## src/hw/rtl/ctsp_pkg.sv

```systemverilog
// ----------------------------------------------------------------------------
// ctsp_pkg
// Types, codes and limits shared by the crontab time-field parser modules.
// ----------------------------------------------------------------------------
package ctsp_pkg;

  // one input transaction: a character and a start-of-line flag
  typedef struct packed {
    logic       line_start;
    logic [7:0] ch;
  } char_t;

  // one result transaction
  typedef struct packed {
    logic [1:0]  status;
    logic [59:0] minute_bits;
    logic [23:0] hour_bits;
    logic [31:0] mday_bits;
    logic [12:0] month_bits;
    logic [7:0]  wday_bits;
  } result_t;

  // result status codes
  localparam logic [1:0] STATUS_OK  = 2'd0;
  localparam logic [1:0] STATUS_NUM = 2'd1;
  localparam logic [1:0] STATUS_BAD = 2'd2;

  // how an item ended
  localparam logic [1:0] END_NONE  = 2'd0;
  localparam logic [1:0] END_ITEM  = 2'd1;
  localparam logic [1:0] END_FIELD = 2'd2;

  // field codes
  localparam logic [2:0] FLD_MINUTE = 3'd0;
  localparam logic [2:0] FLD_HOUR   = 3'd1;
  localparam logic [2:0] FLD_MDAY   = 3'd2;
  localparam logic [2:0] FLD_MONTH  = 3'd3;
  localparam logic [2:0] FLD_WDAY   = 3'd4;

  localparam logic [7:0] MINUTE_MAX = 8'd59;
  localparam logic [7:0] HOUR_MAX   = 8'd23;
  localparam logic [7:0] MDAY_MAX   = 8'd31;
  localparam logic [7:0] MONTH_MIN  = 8'd1;
  localparam logic [7:0] MONTH_MAX  = 8'd12;
  localparam logic [7:0] WDAY_MAX   = 8'd7;

  // characters
  localparam logic [7:0] CH_STAR  = 8'h2A;
  localparam logic [7:0] CH_COMMA = 8'h2C;
  localparam logic [7:0] CH_DASH  = 8'h2D;
  localparam logic [7:0] CH_SLASH = 8'h2F;
  localparam logic [7:0] CH_ZERO  = 8'h30;
  localparam logic [7:0] CH_NINE  = 8'h39;
  localparam logic [7:0] CH_SPACE = 8'h20;
  localparam logic [7:0] CH_TAB   = 8'h09;
  localparam logic [7:0] CH_CR    = 8'h0D;

  typedef enum logic [2:0] {
    PH_START,
    PH_ITEM,
    PH_LO,
    PH_HI,
    PH_STAR,
    PH_STEP
  } phase_t;

  typedef enum logic [2:0] {
    CMD_NONE,
    CMD_TAKE,
    CMD_EXP_INIT,
    CMD_EXP_STEP,
    CMD_FINISH,
    CMD_LOAD_OUT
  } cmd_t;

  typedef enum logic [2:0] {
    ST_IDLE,
    ST_EXP_INIT,
    ST_EXPAND,
    ST_FINISH,
    ST_EMIT
  } ctl_state_t;

  // datapath status seen by the controller
  typedef struct packed {
    logic [1:0] take_err;
    logic [1:0] take_end;
    logic       exp_last;
    logic       line_result;
  } dp_status_t;

  function automatic logic [7:0] lim_min(input logic [2:0] fld);
    lim_min = (fld == FLD_MONTH) ? MONTH_MIN : 8'd0;
  endfunction

  function automatic logic [7:0] lim_max(input logic [2:0] fld);
    case (fld)
      FLD_MINUTE: lim_max = MINUTE_MAX;
      FLD_HOUR:   lim_max = HOUR_MAX;
      FLD_MDAY:   lim_max = MDAY_MAX;
      FLD_MONTH:  lim_max = MONTH_MAX;
      default:    lim_max = WDAY_MAX;
    endcase
  endfunction

  function automatic logic [2:0] clamp_field(input logic [2:0] fld);
    clamp_field = (fld > FLD_WDAY) ? FLD_WDAY : fld;
  endfunction

endpackage

```

## src/hw/rtl/ctsp_dp.sv

```systemverilog
// ----------------------------------------------------------------------------
// ctsp_dp
// Parser datapath: character decode, number accumulate, range expansion
// into the field masks, and the result register.
// ----------------------------------------------------------------------------
module ctsp_dp (
  input  logic                 clk,
  input  logic                 rst,
  input  ctsp_pkg::cmd_t       cmd,
  input  ctsp_pkg::char_t      char_item,
  output ctsp_pkg::dp_status_t sts,
  output ctsp_pkg::result_t    result
);
  import ctsp_pkg::*;

  // parse state
  logic [2:0]  field_index;
  phase_t      phase;
  logic [7:0]  value_acc;
  logic        digits_seen;
  logic [7:0]  range_low;
  logic [7:0]  range_high;
  logic [7:0]  step_size;
  logic        done_flag;
  logic [1:0]  end_code;
  logic [1:0]  err_code;
  logic [59:0] minute_store;
  logic [23:0] hour_store;
  logic [31:0] mday_store;
  logic [12:0] month_store;
  logic [7:0]  wday_store;
  logic [8:0]  exp_v;
  logic [7:0]  exp_step;

  // state as seen by this character (line_start clears first)
  logic [2:0] e_field;
  phase_t     e_phase;
  logic [7:0] e_acc;
  logic       e_dseen;
  logic [7:0] e_lo;
  logic [7:0] e_hi;
  logic [7:0] e_step;
  logic       e_done;
  logic [2:0] e_fld;

  // decoded next state
  phase_t     n_phase;
  logic [7:0] n_acc;
  logic       n_dseen;
  logic [7:0] n_lo;
  logic [7:0] n_hi;
  logic [7:0] n_step;
  logic [1:0] take_err;
  logic [1:0] take_end;

  logic [7:0]  c;
  logic        is_ws;
  logic        is_digit;
  logic        is_delim;
  logic [1:0]  bad_code;
  logic [1:0]  bound_code;
  logic [11:0] acc_prod;
  logic [7:0]  acc_sat;

  // expansion
  logic [2:0]  cur_fld;
  logic [8:0]  exp_next;
  logic        set_en;
  logic [8:0]  wday_v;
  logic [59:0] minute_set;
  logic [23:0] hour_set;
  logic [31:0] mday_set;
  logic [12:0] month_set;
  logic [7:0]  wday_set;

  assign c        = char_item.ch;
  assign is_ws    = (c inside {CH_SPACE, [CH_TAB:CH_CR]});
  assign is_digit = (c inside {[CH_ZERO:CH_NINE]});
  assign is_delim = (c inside {CH_COMMA, CH_DASH, CH_SLASH}) || is_ws;

  always_comb begin
    if (char_item.line_start) begin
      e_field = FLD_MINUTE;
      e_phase = PH_START;
      e_acc   = 8'd0;
      e_dseen = 1'b0;
      e_lo    = 8'd0;
      e_hi    = 8'd0;
      e_step  = 8'd0;
      e_done  = 1'b0;
    end else begin
      e_field = field_index;
      e_phase = phase;
      e_acc   = value_acc;
      e_dseen = digits_seen;
      e_lo    = range_low;
      e_hi    = range_high;
      e_step  = step_size;
      e_done  = done_flag;
    end
  end

  assign e_fld = clamp_field(e_field);

  // decimal accumulate, saturating at 255
  assign acc_prod = 12'(e_acc) * 12'd10 + 12'(c - CH_ZERO);
  assign acc_sat  = (acc_prod > 12'd255) ? 8'hFF : acc_prod[7:0];

  assign bad_code = (is_delim && !e_dseen) ? STATUS_NUM : STATUS_BAD;

  always_comb begin
    if (!e_dseen) begin
      bound_code = STATUS_NUM;
    end else if (e_acc < lim_min(e_fld) || e_acc > lim_max(e_fld)) begin
      bound_code = STATUS_BAD;
    end else begin
      bound_code = STATUS_OK;
    end
  end

  always_comb begin
    n_phase  = e_phase;
    n_acc    = e_acc;
    n_dseen  = e_dseen;
    n_lo     = e_lo;
    n_hi     = e_hi;
    n_step   = e_step;
    take_err = STATUS_OK;
    take_end = END_NONE;
    if (!e_done) begin
      case (e_phase)
        PH_START, PH_ITEM: begin
          if (!(e_phase == PH_START && is_ws)) begin
            n_lo    = 8'd0;
            n_hi    = 8'd0;
            n_step  = 8'd0;
            n_acc   = 8'd0;
            n_dseen = 1'b0;
            if (is_digit) begin
              n_acc   = 8'(c - CH_ZERO);
              n_dseen = 1'b1;
              n_phase = PH_LO;
            end else if (c == CH_STAR) begin
              n_lo    = lim_min(e_fld);
              n_hi    = lim_max(e_fld);
              n_phase = PH_STAR;
            end else begin
              // number was just cleared, so a delimiter here is an empty number
              take_err = is_delim ? STATUS_NUM : STATUS_BAD;
            end
          end
        end
        PH_LO, PH_HI: begin
          if (is_digit) begin
            n_acc   = acc_sat;
            n_dseen = 1'b1;
          end else if ((c == CH_DASH && e_phase == PH_LO) || c == CH_SLASH ||
                       c == CH_COMMA || is_ws) begin
            if (bound_code != STATUS_OK) begin
              take_err = bound_code;
            end else begin
              if (e_phase == PH_LO) begin
                n_lo = e_acc;
              end else begin
                n_hi = e_acc;
              end
              n_acc   = 8'd0;
              n_dseen = 1'b0;
              if (c == CH_DASH) begin
                n_phase = PH_HI;
              end else if (c == CH_SLASH) begin
                n_phase = PH_STEP;
              end else begin
                take_end = (c == CH_COMMA) ? END_ITEM : END_FIELD;
              end
            end
          end else begin
            take_err = bad_code;
          end
        end
        PH_STAR: begin
          if (c == CH_SLASH) begin
            n_phase = PH_STEP;
          end else if (c == CH_COMMA) begin
            take_end = END_ITEM;
          end else if (is_ws) begin
            take_end = END_FIELD;
          end else begin
            take_err = STATUS_BAD;
          end
        end
        PH_STEP: begin
          if (is_digit) begin
            n_acc   = acc_sat;
            n_dseen = 1'b1;
          end else if ((c == CH_COMMA || is_ws) && e_dseen) begin
            n_step   = e_acc;
            n_acc    = 8'd0;
            n_dseen  = 1'b0;
            take_end = (c == CH_COMMA) ? END_ITEM : END_FIELD;
          end else begin
            take_err = bad_code;
          end
        end
        default: take_err = STATUS_BAD;
      endcase
    end
  end

  // one value of the range per step; a zero range end means a single value
  assign cur_fld  = clamp_field(field_index);
  assign exp_next = exp_v + 9'(exp_step);
  assign set_en   = (range_high == 8'd0) || (exp_v <= 9'(range_high));
  assign wday_v   = (exp_v == 9'd0) ? 9'(WDAY_MAX) : exp_v;

  always_comb begin
    minute_set = minute_store;
    hour_set   = hour_store;
    mday_set   = mday_store;
    month_set  = month_store;
    wday_set   = wday_store;
    if (set_en) begin
      case (cur_fld)
        FLD_MINUTE: begin
          if (exp_v <= 9'(MINUTE_MAX)) minute_set = minute_store | (60'd1 << exp_v[5:0]);
        end
        FLD_HOUR: begin
          if (exp_v <= 9'(HOUR_MAX)) hour_set = hour_store | (24'd1 << exp_v[4:0]);
        end
        FLD_MDAY: begin
          if (exp_v <= 9'(MDAY_MAX)) mday_set = mday_store | (32'd1 << exp_v[4:0]);
        end
        FLD_MONTH: begin
          if (exp_v >= 9'(MONTH_MIN) && exp_v <= 9'(MONTH_MAX)) begin
            month_set = month_store | (13'd1 << exp_v[3:0]);
          end
        end
        default: begin
          if (wday_v <= 9'(WDAY_MAX)) wday_set = wday_store | (8'd1 << wday_v[2:0]);
        end
      endcase
    end
  end

  assign sts.take_err    = take_err;
  assign sts.take_end    = take_end;
  assign sts.exp_last    = (range_high == 8'd0) || (exp_next > 9'(range_high));
  assign sts.line_result = (end_code == END_FIELD) && (cur_fld == FLD_WDAY);

  always_ff @(posedge clk) begin
    if (rst) begin
      field_index  <= FLD_MINUTE;
      phase        <= PH_START;
      value_acc    <= 8'd0;
      digits_seen  <= 1'b0;
      range_low    <= 8'd0;
      range_high   <= 8'd0;
      step_size    <= 8'd0;
      done_flag    <= 1'b0;
      end_code     <= END_NONE;
      err_code     <= STATUS_OK;
      minute_store <= '0;
      hour_store   <= '0;
      mday_store   <= '0;
      month_store  <= '0;
      wday_store   <= '0;
      exp_v        <= '0;
      exp_step     <= '0;
    end else begin
      case (cmd)
        CMD_TAKE: begin
          field_index <= e_field;
          phase       <= n_phase;
          value_acc   <= n_acc;
          digits_seen <= n_dseen;
          range_low   <= n_lo;
          range_high  <= n_hi;
          step_size   <= n_step;
          end_code    <= take_end;
          done_flag   <= e_done || (take_err != STATUS_OK);
          if (take_err != STATUS_OK) begin
            err_code <= take_err;
          end
          if (char_item.line_start) begin
            minute_store <= '0;
            hour_store   <= '0;
            mday_store   <= '0;
            month_store  <= '0;
            wday_store   <= '0;
          end
        end
        CMD_EXP_INIT: begin
          exp_v    <= 9'(range_low);
          exp_step <= (step_size == 8'd0) ? 8'd1 : step_size;
        end
        CMD_EXP_STEP: begin
          minute_store <= minute_set;
          hour_store   <= hour_set;
          mday_store   <= mday_set;
          month_store  <= month_set;
          wday_store   <= wday_set;
          exp_v        <= exp_next;
        end
        CMD_FINISH: begin
          if (end_code == END_ITEM) begin
            phase <= PH_ITEM;
          end else if (cur_fld != FLD_WDAY) begin
            field_index <= cur_fld + 3'd1;
            phase       <= PH_START;
          end else begin
            done_flag <= 1'b1;
            err_code  <= STATUS_OK;
          end
        end
        default: ;
      endcase
    end
  end

  // result register, masks zeroed on an error
  always_ff @(posedge clk) begin
    if (cmd == CMD_LOAD_OUT) begin
      result.status <= err_code;
      if (err_code != STATUS_OK) begin
        result.minute_bits <= '0;
        result.hour_bits   <= '0;
        result.mday_bits   <= '0;
        result.month_bits  <= '0;
        result.wday_bits   <= '0;
      end else begin
        result.minute_bits <= minute_store;
        result.hour_bits   <= hour_store;
        result.mday_bits   <= mday_store;
        result.month_bits  <= month_store;
        result.wday_bits   <= wday_store;
      end
    end
  end

endmodule

```

## src/hw/rtl/ctsp_ctrl.sv

```systemverilog
// ----------------------------------------------------------------------------
// ctsp_ctrl
// Parser controller: handshakes, sequencing of decode, expansion and result.
// ----------------------------------------------------------------------------
module ctsp_ctrl (
  input  logic                 clk,
  input  logic                 rst,
  input  logic                 char_valid,
  output logic                 char_ready,
  output logic                 result_valid,
  input  logic                 result_ready,
  input  ctsp_pkg::dp_status_t sts,
  output ctsp_pkg::cmd_t       cmd
);
  import ctsp_pkg::*;

  ctl_state_t state;
  ctl_state_t state_next;

  always_ff @(posedge clk) begin
    if (rst) begin
      state <= ST_IDLE;
    end else begin
      state <= state_next;
    end
  end

  always_comb begin
    state_next = state;
    cmd        = CMD_NONE;
    char_ready = 1'b0;
    case (state)
      ST_IDLE: begin
        char_ready = 1'b1;
        if (char_valid) begin
          cmd = CMD_TAKE;
          if (sts.take_err != STATUS_OK) begin
            state_next = ST_EMIT;
          end else if (sts.take_end != END_NONE) begin
            state_next = ST_EXP_INIT;
          end
        end
      end
      ST_EXP_INIT: begin
        cmd        = CMD_EXP_INIT;
        state_next = ST_EXPAND;
      end
      ST_EXPAND: begin
        cmd = CMD_EXP_STEP;
        if (sts.exp_last) state_next = ST_FINISH;
      end
      ST_FINISH: begin
        cmd        = CMD_FINISH;
        state_next = sts.line_result ? ST_EMIT : ST_IDLE;
      end
      ST_EMIT: begin
        // wait for a free result register
        if (!result_valid || result_ready) begin
          cmd        = CMD_LOAD_OUT;
          state_next = ST_IDLE;
        end
      end
      default: state_next = ST_IDLE;
    endcase
  end

  always_ff @(posedge clk) begin
    if (rst) begin
      result_valid <= 1'b0;
    end else if (cmd == CMD_LOAD_OUT) begin
      result_valid <= 1'b1;
    end else if (result_ready) begin
      result_valid <= 1'b0;
    end
  end

endmodule

```

## src/hw/rtl/cron_time_spec_parser.sv

```systemverilog
// ----------------------------------------------------------------------------
// cron_time_spec_parser
// Parses the five time fields of a crontab line into minute, hour, day of
// month, month and weekday bit masks.
// ----------------------------------------------------------------------------
// usage:
//   char channel (char_valid/char_ready/char_item) takes one character per
//   transaction; line_start set on the first character of a line clears the
//   parse state and masks before that character is decoded
//   result channel (result_valid/result_ready/result) gives one transaction
//   per line: on the whitespace that ends the fifth field (status ok and the
//   masks) or on the first error (error status, masks zero); the rest of the
//   line is taken and dropped until the next line_start
// sequencing:
//   an ordinary character is decoded as it is taken; a character that
//   ends an item (',' or whitespace) also runs expansion init, one
//   expansion step per value the item expands to (at least 1, up to 60
//   for '*' on minutes) and item finish, since the expansion sets one
//   mask bit per cycle; a result also loads the output register
// stalls and reset:
//   the result sits in its own register, so characters keep flowing while it
//   waits; only a second result waits for the first to be taken
//   rst (synchronous, active high) clears the parser and drops a pending
//   result
// ----------------------------------------------------------------------------
module cron_time_spec_parser (
  input  logic              clk,
  input  logic              rst,
  input  logic              char_valid,
  output logic              char_ready,
  input  ctsp_pkg::char_t   char_item,
  output logic              result_valid,
  input  logic              result_ready,
  output ctsp_pkg::result_t result
);
  import ctsp_pkg::*;

  // controller to datapath command and datapath status
  cmd_t       cmd;
  dp_status_t sts;

  // sequencer: idle/decode, expansion init, one step per range value,
  // item finish, result load
  ctsp_ctrl u_ctrl (
    .clk          (clk),
    .rst          (rst),
    .char_valid   (char_valid),
    .char_ready   (char_ready),
    .result_valid (result_valid),
    .result_ready (result_ready),
    .sts          (sts),
    .cmd          (cmd)
  );

  // character decode, field masks and result register
  ctsp_dp u_dp (
    .clk       (clk),
    .rst       (rst),
    .cmd       (cmd),
    .char_item (char_item),
    .sts       (sts),
    .result    (result)
  );

endmodule
```

## config.mk

```make
export PLATFORM = sky130hd
export DESIGN_NAME = cron_time_spec_parser
export DESIGN_NICKNAME = d
export VERILOG_FILES = /design/src/hw/rtl/ctsp_pkg.sv /design/src/hw/rtl/ctsp_dp.sv /design/src/hw/rtl/ctsp_ctrl.sv /design/src/hw/rtl/cron_time_spec_parser.sv
export SDC_FILE = /design/constraint.sdc
export NUM_CORES = 1
export LEC_CHECK = 0
export ABC_AREA = 1
export BUFFER_PORTS_ARGS = -buffer_cell sky130_fd_sc_hd__clkbuf_2
export CAP_MARGIN = 10
export CELL_PAD_IN_SITES_DETAIL_PLACEMENT = 1
export CELL_PAD_IN_SITES_GLOBAL_PLACEMENT = 1
export CORE_UTILIZATION = 41
export DETAILED_ROUTE_END_ITERATION = 16
export HOLD_SLACK_MARGIN = 0.08
export PLACE_DENSITY_LB_ADDON = 0.1
export SLEW_MARGIN = 5
export SYNTH_ARGS = -nofsm -noshare
export SYNTH_HDL_FRONTEND = slang
export SYNTH_SLANG_ARGS = --single-unit
```

## constraint.sdc

```tcl
create_clock -name clk -period 10.4 [get_ports clk]
set_clock_uncertainty 0.05 [all_clocks]
set_input_delay 1.04 -clock clk [delete_from_list [all_inputs] [get_ports clk]]
set_output_delay 1.04 -clock clk [all_outputs]
set_load 0.02 [all_outputs]
```

[After elaboration in Yosys (flattened, before gate mapping)]
Cells that the tools add are included.
Operators by class
  reductions and logical operators: 50
  equal/unequal tests: 50
  bitwise operators: 5
  shifts and indexed selects: 5
  add/sub/neg operators: 5
  $lt $le $gt $ge: 17
  multiplexer cells: 149
  $mul: 1
Operators by type and width (count)
  $mux 8: 39
  $mux 60: 4
  $mux 32: 4
  $pmux 60 s2: 1
  $mux 24: 4
  $mux 3: 24
  $pmux 32 s2: 1
  $pmux 8 s2: 4
  $mux 2: 31
  $or 60x60->60: 1
  $shl 1x6->60 const A: 1
  $mux 13: 4
  $pmux 24 s2: 1
  $eq 8x6->1 const B: 5
  $or 32x32->32: 1
  $shl 1x5->32 const A: 1
  $eq 3x2->1 const B: 10
  $pmux 3 s5: 2
  $pmux 13 s2: 1
  $reduce_and 5->1: 5
  $ne 2x1->1 const B: 12
  $or 24x24->24: 1
  $pmux 6 s4: 1
  $pmux 8 s3: 1
  56 further kinds: 123
Storage, ports and cells
  input port bits: 13
  register bits after elaboration: 341
  output and inout port bits: 141
  word-level logic and storage cells: 307

[Depth between registers and ports, before layout]
  depth in word-level cells: 21
  depth in mapped cells: 25
  gate-level depth less buffers: 24

[Modules after synthesis]
From an unflattened synthesis, not the netlist that was laid out.
Second synthesis, totals
  cells, all modules: 1974
  area, all modules: 16335.7 µm²
Modules (own cells, without submodules)
  ctsp_dp: instances 1, sequential area each 8137.8 µm², area each 16021.6 µm², cells each 1919
  ctsp_ctrl: instances 1, sequential area each 80.1 µm², area each 314.1 µm², cells each 55

[Worst setup path before layout]
Ideal clock, no wire load.
  path kind: input to register
  start point: input port result_ready
  end point: register u_dp.result[0] (netlist name)
  setup time: 0.684 ns
  buffers on the path: 0
  required time: 9.666 ns
  arrival: 7.806 ns
  slack: 1.860 ns
  stages: 2
  cell sequence: inv_1 a21oi_1
Between the ends
  longest elaborated chain between the ends: 4
Ends and longest elaborated chain
  from (decl): line cron_time_spec_parser.sv:33  | input logic result_ready,
  $logic_or 1x1->1: line ctsp_ctrl.sv:58  | if (!result_valid || result_ready) begin
  $mux 3: line ctsp_ctrl.sv:58
  $pmux 3 s5: line ctsp_ctrl.sv:32  | case (state)
  $eq 3x3->1: line ctsp_dp.sv:322  | if (cmd == CMD_LOAD_OUT) begin
No other way between the ends.
A chain may end at the register's enable or synchronous reset.

[Worst setup path in the final report]
  start point: input port char_item[8] (netlist bit)
  end point: register u_dp.value_acc[7]
Between the ends
  longest elaborated chain between the ends: 16
  elaborated cells between the ends (all ways): 45
  classes of those cells: 1 x add/sub; 1 x mul; 4 x order compare; 7 x eq/ne; 20 x mux; 12 x reduce/logical
Ends and longest elaborated chain
  from (decl): line cron_time_spec_parser.sv:31  | input ctsp_pkg::char_t char_item,
  branches (longest 15 deep; another with $add 12x12->12)
  $mux 8 *: line ctsp_dp.sv:130  | if (!e_done) begin
  to (signal assigned): line ctsp_dp.sv:274  | value_acc <= n_acc;
  to (decl): line ctsp_dp.sv:19  | logic [7:0] value_acc;
Every way passes the cells marked *. The select of a mux whose other input is x is not followed.

==> summary.md <==
| Metric | Value |
|---|---|
| Mux share of post-synthesis cell area | 0% |
| Main combinational cell family by area after synthesis | simple AND/OR/NAND/NOR gates |
| Drt pass-1 iters | 5 |
| Starting Density | 41.70% |
| DRT antenna net count | 0 |
| Most common cell after layout, fill and taps aside | nor2_1 |
| Seq/Total Area, Yosys | 50.88% |
| Tmin final | 4.745 ns |
| Clk_lat worst skew | 0.54 ns |
| Crit path to | u_dp.value_acc[7] |
| Area share of fa/ha/maj cells after synthesis | 4.586% |
| I/O pins | 154 |
| CTS Hold Bufs | 0 |
| Xor/xnor share of the synthesized area | 1.185% |
| Internal reg-to-reg setup slack | 6.58 ns |
| Commonest cells after routing, fill and taps aside | nor2_1, inv_1, nand2_1 |
| CTS resizes | 0 |
| DR vias/cell | 5.204 |
| Sw frac | 37.02% |
| Clock network power share | 30.3% |
| CTS Root Cell | clkbuf_16 |
| Layout net count | 2159 |
| Syn-to-layout area delta | 15.18% |
| Setup violators final | 0 |
| Post-Synthesis Cells | 1965 |
| Die X | 200.5 um |
| Largest net degree at the start of global routing | 140 |
| Pleak | 7.435 nW |
| Worst-margin pin slew | 1.135 ns |
| Row count | 72 |
| Diode count | 0 |
| Ys async rst share | 0% |
| Slew Limit Fails | 0 |
| Synthesized cell area | 0.01615 mm2 |
| Clock transition at path regs | 0.06 ns |
| Worst vdd ir | 0.0001559 V |
| Highest Clock Rate | 0.2108 GHz |
| GR Overflow Total | 0 |
| Hold Vio Cnt, Final | 0 |
| Pre-CTS WS | 5.145 ns |
| Power Density | 236.3 mW/mm2 |
| I/O Buffers | 153 |
| Net Sw Power | 0.001628 W |
| CP startpoint | char_item[8] |
| Kind of critical path | in -> reg |
| Syn Area/Cell | 8.220 um2 |
| Hold Path Class | reg -> reg |
| Die Height | 200.5 um |
| Cts bufs inserted | 38 |
| Critical path endpoint category | flip-flop |
| Vias | 13712 |
| Ratio of cells with drive above 1 in the final layout | 13.89% |
| Reg2reg end | u_dp.value_acc[7] |
| Seq cells post-synth | 341 |
| Worst r2r src | u_dp.value_acc[0] |
| CP Max Fanout | 27 |
| Filler cells | 4698 |
| GP Congestion | 0.8518 |
| Post-synth top flop | dfxtp_1 |
| Estimated wirelength of the detail-placed design | 35920 um |
| Fin crit share | 45.62% |
| DR WL/cell | 18.91 um |
| Sequential Area | 0.008218 mm2 |
| Data arrival, critical path | 5.13 ns |
| CTS tree | built |
| RSZ-0062 raised after global routing | false |
| GRT Total Usage | 24.92% |
| Die footprint | 0.04019 mm2 |
| DRT iter0 DRCs | 746 |
| Library cells used by synthesis | 55 |
| Setup_tns | 0 ns |
| Final Hold Slack | 0.4050 ns |
| DRC viols | 0 |
| P_int | 0.002769 W |
| Clock sinks | 341 |
| Post-synth EDFFs | 139 |
| Rel. slew slack | 23.78% |
| Startpoint type of the worst setup path | input pin |
| Top cell type's share of synthesized area | 25.84% |
| Post-Synth Simple-Gate Area | 20.55% |
| Combinational power share | 29.6% |
| Setup bufs post-CTS | 0 |
| Final setup margin | 5.655 ns |
| Top cells by area, synth | edfxtp_1, dfxtp_1, a21oi_1, nor2_1, inv_1 |
| H-tree levels | 2 |
| Initial antenna violation count | 0 |
| Post-Syn Nets | 2036 |
| Core Region | 0.03874 mm2 |
| Multi-input gate area | 0.006521 mm2 |
| Crit path required time | 10.78 ns |
| Clock tree buffer depth | 3 |
| Vias in the first global route | 14073 |
| WL final | 49820 um |
| Global-route wire length before repair | 78830 um |
| Max-cap viol count | 0 |
| Post-synth top area cell | edfxtp_1 |
| Sequential share of power | 40.1% |
| Post-synthesis compound-gate area fraction | 13.81% |
| Outcome | completed |
| Warnings, synthesis | 0 |
| Cell count of the worst reg-to-reg path | 18 |
-- stage by stage --
step                utilization, %  instance area [um2]  std cells  total power (W)
finish                       48.02                18600       2635         0.004396
global route                 48.02                18600       2635         0.004619
floorplan                        -                16150       1965         0.002695
CTS                          48.02                18600       2635         0.004448
global placement             44.83                17370       2566         0.003080
detailed placement           44.83                17370       2566         0.003102
-- cell type report --
cell class                      count  area share (%)
Sequential cell                   341           44.18
Multi-Input combinational cell   1250           35.06
Timing Repair Buffer              167           4.748
Inverter                          290           5.892
Clock inverter                     19          0.9080
Tap cell                          518           3.484
Clock buffer                       50           5.737
-- power by group through the flow --
stage	registers [W]	logic (W)	clock network, W
after CTS	0.00177	0.00132	0.00137
after floorplan	0.00197	0.000723	0
after global routing	0.00178	0.00142	0.00141
after detailed placement	0.00179	0.00131	0
after global placement	0.00179	0.00129	0
final	0.00176	0.00130	0.00133
-- critical path, stage by stage --
cell and delay, ns:
clkbuf_2 0.62, inv_6 0.22, nand2_2 0.21, inv_1 0.10, ha_1 0.31, ha_1 0.35
nand2_1 0.09, inv_1 0.04, a21oi_1 0.27, xor2_1 0.18, ha_1 0.29, a21oi_1 0.15
o21ai_0 0.12, nand3b_1 0.16, o21ai_1 0.15, xor2_2 0.38, nand4_1 0.18, a21oi_1 0.19
nor2_1 0.05
-- kinds of logic after synthesis --
family,count (synthesis)
flip-flops,341
adder cells (fa/ha/maj),58
XOR/XNOR,21
AND/OR/NAND/NOR,771
AO/OA/AOI/OAI,400
buffers and inverters,374
-- synth_stat cells (all sizes together) (2+ instances only) --
| cell | instances |
|---|---|
| a21o | 2 |
| a21oi | 229 |
| a22oi | 5 |
| a31oi | 17 |
| a41oi | 2 |
| buf | 30 |
| clkbuf | 54 |
| clkinv | 2 |
| dfxtp | 202 |
| edfxtp | 139 |
| fa | 2 |
| ha | 56 |
| inv | 288 |
| nand2 | 290 |
| nand3 | 112 |
| nand3b | 3 |
| nand4 | 23 |
| nor2 | 314 |
| nor3 | 22 |
| nor4 | 3 |
| o2111ai | 3 |
| o211ai | 21 |
| o21ai | 95 |
| o21bai | 5 |
| o221ai | 4 |
| o22ai | 9 |
| o32ai | 4 |
| or2 | 3 |
| xnor2 | 4 |
| xor2 | 17 |
-- registers in the layout, summed over array words and instances (netlist names), 3 cells and up --
signal             flops
u_ctrl.state           3
u_dp.exp_step          8
u_dp.exp_v             9
u_dp.field_index       3
u_dp.hour_store       24
u_dp.mday_store       32
u_dp.minute_store     60
u_dp.month_store      13
u_dp.phase             3
u_dp.range_high        8
u_dp.range_low         8
u_dp.result          139
u_dp.step_size         8
u_dp.value_acc         8
u_dp.wday_store        8
-- how the worst min path moves through the flow --
stage	startpoint	slack, ns	cells after the start	to
detailed placement	u_dp.mday_store[11]	0.40	2	u_dp.mday_store[11]
global route	u_dp.minute_store[36]	0.42	2	u_dp.minute_store[36]
finish	u_dp.mday_store[11]	0.41	2	u_dp.mday_store[11]
floorplan	u_dp.err_code[0]	0.36	0	u_dp.result[137]
global placement	u_dp.hour_store[0]	0.39	2	u_dp.hour_store[0]
CTS	u_dp.mday_store[2]	0.41	2	u_dp.mday_store[2]
-- routing by layer --
layer,global-route usage [%],up-vias,part of all wire (%)
li1,-,6701,-
met4,7.770,0,2.6
met5,0,-,0
met3,3.377,78,2.9
met2,44.15,255,50
met1,31.33,6678,44
Note: power is estimated with default switching activity, not from simulation.
